==> src/hdl/ocf_pkg.sv <==
package ocf_pkg;

    // field and register widths
    localparam int CoordW     = 11;
    localparam int DimW       = 12;
    localparam int LabelW     = 16;
    localparam int NumCorners = 4;
    localparam int CornerIdW  = 2;
    localparam int CfgAddrW   = 2;
    localparam int CfgDataW   = 16;
    localparam int InDataW    = 40;
    localparam int OutDataW   = 24;

    // largest map side; larger register values are clamped to it
    localparam logic [DimW-1:0] MaxDim = 12'd2048;

    // configuration register indexes
    localparam logic [CfgAddrW-1:0] CfgObjectLabel = 2'd0;
    localparam logic [CfgAddrW-1:0] CfgImageWidth  = 2'd1;
    localparam logic [CfgAddrW-1:0] CfgImageHeight = 2'd2;

    // corner ids
    localparam logic [CornerIdW-1:0] CornerTopLeft     = 2'd0;
    localparam logic [CornerIdW-1:0] CornerTopRight    = 2'd1;
    localparam logic [CornerIdW-1:0] CornerBottomLeft  = 2'd2;
    localparam logic [CornerIdW-1:0] CornerBottomRight = 2'd3;

    // one object pixel offered to a corner tracker
    typedef struct packed {
        logic              hit;
        logic [CoordW-1:0] distance;
        logic [CoordW-1:0] col;
        logic [CoordW-1:0] row;
    } t_cand;

    // best pixel kept for one corner
    typedef struct packed {
        logic              found;
        logic [CoordW-1:0] col;
        logic [CoordW-1:0] row;
    } t_corner;

    typedef t_corner [NumCorners-1:0] t_corner_set;

endpackage

==> src/hdl/ocf_corner_track.sv <==
module ocf_corner_track (
    input  logic             i_clk,
    input  logic             i_rst_n,
    input  logic             i_step,
    input  logic             i_clear,
    input  logic             i_right,
    input  ocf_pkg::t_cand   i_cand,
    output ocf_pkg::t_corner o_next
);

    logic                       r_have;
    logic [ocf_pkg::CoordW-1:0] r_dist;
    logic [ocf_pkg::CoordW-1:0] r_col;
    logic [ocf_pkg::CoordW-1:0] r_row;
    logic                       take;
    logic                       tie_win;

    // tie goes to the column closer to this corner's side
    assign tie_win = i_right ? (i_cand.col > r_col) : (i_cand.col < r_col);

    assign take = i_cand.hit &&
                  (!r_have || (i_cand.distance < r_dist) ||
                   ((i_cand.distance == r_dist) && tie_win));

    // best pixel including the current one
    always_comb begin
        o_next.found = r_have || take;
        o_next.col   = take ? i_cand.col : r_col;
        o_next.row   = take ? i_cand.row : r_row;
    end

    // tracker state, cleared after the frame's last pixel
    always_ff @(posedge i_clk) begin
        if (!i_rst_n) begin
            r_have <= 1'b0;
            r_dist <= '0;
            r_col  <= '0;
            r_row  <= '0;
        end else if (i_step) begin
            if (i_clear) begin
                r_have <= 1'b0;
                r_dist <= '0;
                r_col  <= '0;
                r_row  <= '0;
            end else if (take) begin
                r_have <= 1'b1;
                r_dist <= i_cand.distance;
                r_col  <= i_cand.col;
                r_row  <= i_cand.row;
            end
        end
    end

endmodule

==> src/hdl/ocf_result_buf.sv <==
module ocf_result_buf (
    input  logic                              i_clk,
    input  logic                              i_rst_n,
    input  logic                              i_load,
    input  ocf_pkg::t_corner_set              i_corners,
    output logic                              o_busy,
    output logic                              o_valid,
    input  logic                              i_ready,
    output logic [ocf_pkg::OutDataW-1:0]      o_data,
    output logic                              o_found,
    output logic                              o_last
);

    logic                          r_busy;
    logic [ocf_pkg::CornerIdW-1:0] r_idx;
    ocf_pkg::t_corner_set          r_ent;
    ocf_pkg::t_corner              cur;

    assign cur     = r_ent[r_idx];
    assign o_busy  = r_busy;
    assign o_valid = r_busy;
    assign o_data  = {cur.found ? cur.row : {ocf_pkg::CoordW{1'b0}},
                      cur.found ? cur.col : {ocf_pkg::CoordW{1'b0}},
                      r_idx};
    assign o_found = cur.found;
    assign o_last  = (r_idx == ocf_pkg::CornerBottomRight);

    // snapshot of the four corners, sent out one transfer per corner
    always_ff @(posedge i_clk) begin
        if (!i_rst_n) begin
            r_busy <= 1'b0;
            r_idx  <= ocf_pkg::CornerTopLeft;
        end else if (i_load) begin
            r_busy <= 1'b1;
            r_idx  <= ocf_pkg::CornerTopLeft;
        end else if (r_busy && i_ready) begin
            r_idx <= r_idx + 1'b1;
            if (r_idx == ocf_pkg::CornerBottomRight) begin
                r_busy <= 1'b0;
            end
        end
    end

    always_ff @(posedge i_clk) begin
        if (i_load) begin
            r_ent <= i_corners;
        end
    end

endmodule

==> src/hdl/object_corner_finder_unit.sv <==
// object corner finder
// s_axis carries a label map in raster order, one pixel per transfer:
// tdata = pixel_x, pixel_y, pixel_label; tlast marks the map's last pixel.
// For each quadrant the pixel with the configured label nearest that image
// corner (Manhattan distance) is tracked by one of four parallel trackers.
// After the last pixel, m_axis sends four transfers, top-left, top-right,
// bottom-left, bottom-right: tdata = corner id, x, y; tuser = found;
// tlast on the fourth. A missing corner reports zero coordinates.
// Throughput is one pixel per cycle while no last pixel waits for the corner
// buffer. A last pixel is registered in the input register and then loaded
// into the corner buffer, which offers the four corners one after another.
// The corner snapshot is a single buffer: a last pixel waits in the input
// register while the previous four corners are still being sent, up to and
// including the cycle of the final corner transfer; apart from reset, this is
// the only case where s_axis_tready drops, and m_axis back-pressure prolongs it.
// Reset (synchronous, active low) holds s_axis_tready low and clears
// trackers, output and the registers to label 0 and a 2048 by 2048 map.
// Configuration writes take effect at once and are meant to happen between maps.
module object_corner_finder_unit (
    input  logic                          i_clk,
    input  logic                          i_rst_n,
    // configuration
    input  logic                          i_cfg_we,
    input  logic [ocf_pkg::CfgAddrW-1:0]  i_cfg_addr,
    input  logic [ocf_pkg::CfgDataW-1:0]  i_cfg_wdata,
    // pixel stream
    input  logic                          s_axis_tvalid,
    output logic                          s_axis_tready,
    input  logic [ocf_pkg::InDataW-1:0]   s_axis_tdata,  // pixel_x, pixel_y, pixel_label, pad
    input  logic                          s_axis_tlast,
    // corner stream
    output logic                          m_axis_tvalid,
    input  logic                          m_axis_tready,
    output logic [ocf_pkg::OutDataW-1:0]  m_axis_tdata,  // corner_id, corner_x, corner_y
    output logic                          m_axis_tuser,  // corner_found
    output logic                          m_axis_tlast
);

    logic [ocf_pkg::LabelW-1:0] r_obj_label;
    logic [ocf_pkg::DimW-1:0]   r_width;
    logic [ocf_pkg::DimW-1:0]   r_height;

    logic                       r_in_valid;
    logic                       r_in_end;
    logic [ocf_pkg::CoordW-1:0] r_x;
    logic [ocf_pkg::CoordW-1:0] r_y;
    logic [ocf_pkg::LabelW-1:0] r_label;

    logic [ocf_pkg::DimW-1:0]   w;
    logic [ocf_pkg::DimW-1:0]   h;
    logic [ocf_pkg::DimW-1:0]   hw;
    logic [ocf_pkg::DimW-1:0]   hh;
    logic [ocf_pkg::DimW-1:0]   x_ext;
    logic [ocf_pkg::DimW-1:0]   y_ext;
    logic [ocf_pkg::DimW-1:0]   mx;
    logic [ocf_pkg::DimW-1:0]   my;
    logic [ocf_pkg::CoordW-1:0] distance;
    logic                       in_obj;
    logic                       left;
    logic                       right;
    logic                       top;
    logic                       bottom;
    logic                       consume;
    logic                       buf_busy;
    logic [ocf_pkg::NumCorners-1:0] quad_hit;
    logic [ocf_pkg::NumCorners-1:0] quad_right;

    ocf_pkg::t_cand       cand [ocf_pkg::NumCorners];
    ocf_pkg::t_corner_set next_corners;

    // configuration registers
    always_ff @(posedge i_clk) begin
        if (!i_rst_n) begin
            r_obj_label <= '0;
            r_width     <= ocf_pkg::MaxDim;
            r_height    <= ocf_pkg::MaxDim;
        end else if (i_cfg_we) begin
            unique case (i_cfg_addr)
                ocf_pkg::CfgObjectLabel: r_obj_label <= i_cfg_wdata;
                ocf_pkg::CfgImageWidth:  r_width     <= i_cfg_wdata[ocf_pkg::DimW-1:0];
                ocf_pkg::CfgImageHeight: r_height    <= i_cfg_wdata[ocf_pkg::DimW-1:0];
                default: begin
                end
            endcase
        end
    end

    // input register; a last pixel holds here while the corner buffer is busy
    assign consume       = r_in_valid && (!r_in_end || !buf_busy);
    assign s_axis_tready = i_rst_n && (!r_in_valid || consume);

    always_ff @(posedge i_clk) begin
        if (!i_rst_n) begin
            r_in_valid <= 1'b0;
        end else if (s_axis_tready) begin
            r_in_valid <= s_axis_tvalid;
        end
    end

    always_ff @(posedge i_clk) begin
        if (s_axis_tvalid && s_axis_tready) begin
            r_x      <= s_axis_tdata[10:0];
            r_y      <= s_axis_tdata[21:11];
            r_label  <= s_axis_tdata[37:22];
            r_in_end <= s_axis_tlast;
        end
    end

    // quadrant membership and mirrored distance
    assign w     = (r_width  > ocf_pkg::MaxDim) ? ocf_pkg::MaxDim : r_width;
    assign h     = (r_height > ocf_pkg::MaxDim) ? ocf_pkg::MaxDim : r_height;
    assign hw    = w >> 1;
    assign hh    = h >> 1;
    assign x_ext = {1'b0, r_x};
    assign y_ext = {1'b0, r_y};

    assign in_obj = (x_ext < w) && (y_ext < h) && (r_label == r_obj_label);
    assign left   = x_ext < hw;
    assign right  = x_ext >= (w - hw);
    assign top    = y_ext < hh;
    assign bottom = y_ext >= (h - hh);
    assign mx     = right  ? (w - 12'd1 - x_ext) : x_ext;
    assign my     = bottom ? (h - 12'd1 - y_ext) : y_ext;
    assign distance = mx[ocf_pkg::CoordW-1:0] + my[ocf_pkg::CoordW-1:0];

    assign quad_hit   = {in_obj && right && bottom, in_obj && left && bottom,
                         in_obj && right && top,    in_obj && left && top};
    assign quad_right = 4'b1010;

    // one tracker per corner
    for (genvar c = 0; c < ocf_pkg::NumCorners; c++) begin : g_corner
        always_comb begin
            cand[c].hit      = quad_hit[c];
            cand[c].distance = distance;
            cand[c].col      = r_x;
            cand[c].row      = r_y;
        end

        ocf_corner_track u_track (
            .i_clk   (i_clk),
            .i_rst_n (i_rst_n),
            .i_step  (consume),
            .i_clear (r_in_end),
            .i_right (quad_right[c]),
            .i_cand  (cand[c]),
            .o_next  (next_corners[c])
        );
    end

    // corner results
    ocf_result_buf u_result (
        .i_clk     (i_clk),
        .i_rst_n   (i_rst_n),
        .i_load    (consume && r_in_end),
        .i_corners (next_corners),
        .o_busy    (buf_busy),
        .o_valid   (m_axis_tvalid),
        .i_ready   (m_axis_tready),
        .o_data    (m_axis_tdata),
        .o_found   (m_axis_tuser),
        .o_last    (m_axis_tlast)
    );

    // the final corner transfer carries the bottom-right id
    assert property (@(posedge i_clk) disable iff (!i_rst_n)
        m_axis_tvalid && m_axis_tlast |-> m_axis_tdata[1:0] == ocf_pkg::CornerBottomRight)
        else $error("last corner transfer without bottom-right id");

    // a corner without an object pixel reports zero coordinates
    assert property (@(posedge i_clk) disable iff (!i_rst_n)
        m_axis_tvalid && !m_axis_tuser |-> m_axis_tdata[23:2] == '0)
        else $error("missing corner with nonzero coordinates");

    // a new snapshot never starts in the cycle after the final corner leaves
    assert property (@(posedge i_clk) disable iff (!i_rst_n)
        m_axis_tvalid && m_axis_tready && m_axis_tlast |=> !m_axis_tvalid)
        else $error("corner buffer reloaded without a gap");

    // a held last pixel blocks new input while corners are still going out
    assert property (@(posedge i_clk) disable iff (!i_rst_n)
        r_in_valid && r_in_end && m_axis_tvalid |-> !s_axis_tready)
        else $error("input taken while a last pixel waits for the buffer");

endmodule
==> config.mk <==
export PLATFORM = sky130hd
export DESIGN_NAME = object_corner_finder_unit
export DESIGN_NICKNAME = d
export VERILOG_FILES = /design/src/hdl/ocf_pkg.sv /design/src/hdl/ocf_corner_track.sv /design/src/hdl/ocf_result_buf.sv /design/src/hdl/object_corner_finder_unit.sv
export SDC_FILE = /design/constraint.sdc
export NUM_CORES = 1
export LEC_CHECK = 0
export BUFFER_PORTS_ARGS = -buffer_cell sky130_fd_sc_hd__buf_2
export CAP_MARGIN = 20
export CORE_MARGIN = 2
export CORE_UTILIZATION = 50
export DETAILED_ROUTE_END_ITERATION = 8
export PLACE_DENSITY = 0.7
export SLEW_MARGIN = 30
export SYNTH_ARGS = -nofsm -noshare
export SYNTH_HDL_FRONTEND = slang
export SYNTH_SLANG_ARGS = --single-unit
==> constraint.sdc <==
create_clock -name i_clk -period 8.82 [get_ports i_clk]
set_clock_uncertainty 0.15 [all_clocks]
set_input_delay 1.764 -clock i_clk [delete_from_list [all_inputs] [get_ports i_clk]]
set_output_delay 1.764 -clock i_clk [all_outputs]
set_load 0.01 [all_outputs]
==> flow_metrics.env <==
export IMPL_post_dp_hpwl_um=34370
export IMPL_synth_edf_count=131
export IMPL_ys_top_cells_by_area="edfxtp_1, dfxtp_1, ha_1, nand2_1, inv_1"
export IMPL_antenna_found_initial=2
export IMPL_routed_wirelength_um=49310
export IMPL_dp_cells=2434
export IMPL_area_growth_pct=13.94
export IMPL_place_congestion=0.9005
export IMPL_worst_path_most_repeated_cell="ha_1"
export IMPL_use_met2=0.4120
export IMPL_clockBufferDepth=3
export IMPL_htreeDepth=2
export IMPL_max_stage_delay_ps=460
export IMPL_worst_setup_path_start_kind="flip-flop"
export IMPL_seq_area_um2=7538
export IMPL_ant_nets=0
export IMPL_powerDensity_nw_per_um2=185.8
export IMPL_synthesis_nets=2187
export IMPL_finalHoldViolCount=0
export IMPL_fin_cells=2511
export IMPL_yosysMostFrequentCell="nand2_1"
export IMPL_synth_cell_type_count=74
export IMPL_grt_overflow_total=0
export IMPL_grt_usage=0.2535
export IMPL_rows=70
export IMPL_dieArea_um2=38180
export IMPL_grt_max_degree=81
export IMPL_rsz0062_at_grt="true"
export IMPL_vdd_drop_max_mv=0.1658
export IMPL_ys_warn_count=0
export IMPL_finalSetupTns_ps=0
export IMPL_hold_class="reg -> reg"
export IMPL_num_vias=14840
export IMPL_utilization=0.5742
export IMPL_worst_path_buf_inv=5
export IMPL_avgRoutedWirePerCell_um=19.64
export IMPL_clock_sinks=311
export IMPL_path_depth=37
export IMPL_setup_viol=0
export IMPL_critPathSlowestCell="xor2_1"
export IMPL_start_util=0.5039
export IMPL_dp_slack_ps=-227.8
export IMPL_path_delay_family="compound AO/OA/AOI/OAI gates"
export IMPL_hold_depth=2
export IMPL_grtUsageMet1=0.3443
export IMPL_numCtsBuffers=34
export IMPL_clock_latency_ps=530
export IMPL_syn_avg_cell_area_um2=9.555
export IMPL_synth_seq_cells=311
export IMPL_layout_min_cycle_time_ps=8485
export IMPL_vias_per_cell=5.908
export IMPL_outcome="finished, final reports clean"
export IMPL_hold_slack_ps=305.8
export IMPL_synth_area_um2=18320
export IMPL_slew_headroom=0.3383
export IMPL_yosys_top_cells_count="nand2_1, ha_1, dfxtp_1"
export IMPL_grt_pass1_wl_um=76720
export IMPL_grt_pass1_vias=14440
export IMPL_drt_first_iter_violations=1327
export IMPL_path_max_fanout=21
export IMPL_nets=2287
export IMPL_crit_required_ps=8940
export IMPL_cap_viol_max_count=0
export IMPL_period_share=0.9620
export IMPL_dieHeight_um=195.4
export IMPL_synthCells=1917
export IMPL_die_w_um=195.4
export IMPL_drt_pass1_iterations=5
export IMPL_yosysTopAreaCellShare=0.2148
export IMPL_fin_area_um2=20870
export IMPL_worst_slack_ps=335.3
export IMPL_cts_tree="done"
export IMPL_seq_area_frac_synth=0.4115
export IMPL_post_dp_cell_area_um2=19480
export IMPL_core_area_um2=36350
export IMPL_busiest_layer="met2"
export IMPL_drc_errors=0
export IMPL_power_mw=3.877
export IMPL_root_buffer="clkbuf_16"
export IMPL_multiInputGateArea_um2=9926
export IMPL_ys_flop_type="dfxtp_1"
export IMPL_hold_buffers=0
export IMPL_nFillCells=3052
export IMPL_clk_pin_slew_worst_paths_ps=60
export IMPL_yosysTopAreaCell="edfxtp_1"
export IMPL_ys_async_sr_fraction=0
export IMPL_worst_pin_slew_ps=991.9
export IMPL_slew_viol_final=0
export IMPL_end_kind="flip-flop"
export IMPL_rr_worst_depth=37
export IMPL_drive_gt1_frac=0.1538
export IMPL_crit_type="reg -> reg"
export IMPL_fmaxAchievable_ghz=0.1179
export IMPL_r2r_setup_slack_ps=340
export IMPL_portBuffers=89
export IMPL_leakagePower_nw=8.075
export IMPL_arrival_ps=8600
export IMPL_met3_usage=0.04128
export IMPL_io_pins=92
## cell type report
| class | instances | area share |
|---|---|---|
| antenna | 1 | 0.0001199 |
| clock buffer | 46 | 0.04682 |
| multi-input combinational | 1354 | 0.4756 |
| clock inverter | 15 | 0.006055 |
| tap | 468 | 0.02806 |
| inverter | 157 | 0.02830 |
| sequential | 311 | 0.3612 |
| timing repair buffer | 159 | 0.05384 |
## worst register-to-register path: cells and delay by family (launching register included)
| kind | cells | cell delay (ps) |
|---|---|---|
| adders and majority gates | 6 | 1800 |
| xor gates and xnor gates | 2 | 630 |
| muxes | 2 | 820 |
| AOI/OAI and AO/OA | 16 | 3010 |
| buffers and inverters | 5 | 660 |
| DFF | 1 | 340 |
| and+or+nand+nor | 6 | 820 |
## final timing paths
kind,from,end
worst max-delay path,r_width[11],u_result.r_ent[57]
worst min register to register,r_width[6],r_width[6]
worst max register to register,r_width[11],u_result.r_ent[57]
worst min-delay path,r_width[6],r_width[6]
## power by group
part / total, mW / switching, mW / internal (mW)
sequential: 1.55 / 0.0277 / 1.52
combinational: 0.902 / 0.531 / 0.371
clock: 1.43 / 0.589 / 0.837
## kinds of logic after synthesis
group	share of synthesized area
flops	0.4115
fa+ha+maj	0.1428
simple gates	0.1409
buf+inv	0.05458
xor+xnor	0.02821
compound gates	0.1665
mux	0.05554
## routing by layer
metal	routed length [um]	vias to the layer above
met1	21630	7097
met4	1612	4
li1	-	7135
met5	23	-
met3	3251	106
met2	22790	493
## sequential cells by signal (all words and copies together) (netlist names)
signal                   flops
g_corner.u_track.r_col      44
g_corner.u_track.r_dist     44
g_corner.u_track.r_have      4
g_corner.u_track.r_row      44
r_height                    12
r_in_end                     1
r_in_valid                   1
r_label                     16
r_obj_label                 16
r_width                     12
r_x                         11
r_y                         11
u_result.o_busy              1
u_result.r_ent              92
u_result.r_idx               2
## cell usage in the layout (no fill, tap or decap), types with 9 or more instances in the layout
| master | n |
|---|---|
| o21a_1 | 18 |
| xnor2_1 | 37 |
| a32o_1 | 12 |
| a21oi_1 | 101 |
| xor2_1 | 21 |
| o22ai_1 | 26 |
| nand3_1 | 93 |
| nor2b_1 | 43 |
| inv_1 | 151 |
| o211ai_1 | 34 |
| ha_1 | 201 |
| buf_4 | 56 |
| dfxtp_1 | 179 |
| nand2_1 | 259 |
| buf_2 | 88 |
| a22o_1 | 36 |
| nand2b_1 | 10 |
| edfxtp_1 | 131 |
| mux2_2 | 41 |
| nor3_1 | 16 |
| mux4_2 | 22 |
| o21bai_1 | 9 |
| nand4_1 | 16 |
| clkbuf_16 | 38 |
| nor2_1 | 72 |
| o32ai_1 | 25 |
| o21ai_0 | 99 |
| a21o_1 | 21 |
| and2_1 | 9 |
## timing repair
item / 4_1_cts / 5_1_grt
setup buffers: 0 / 9
gates resized for setup: 1 / 37
pin swaps: 0 / 10
gates cloned: 0 / 6
endpoints found under the setup margin: 172 / 223
(Power assumes the default switching activity.)
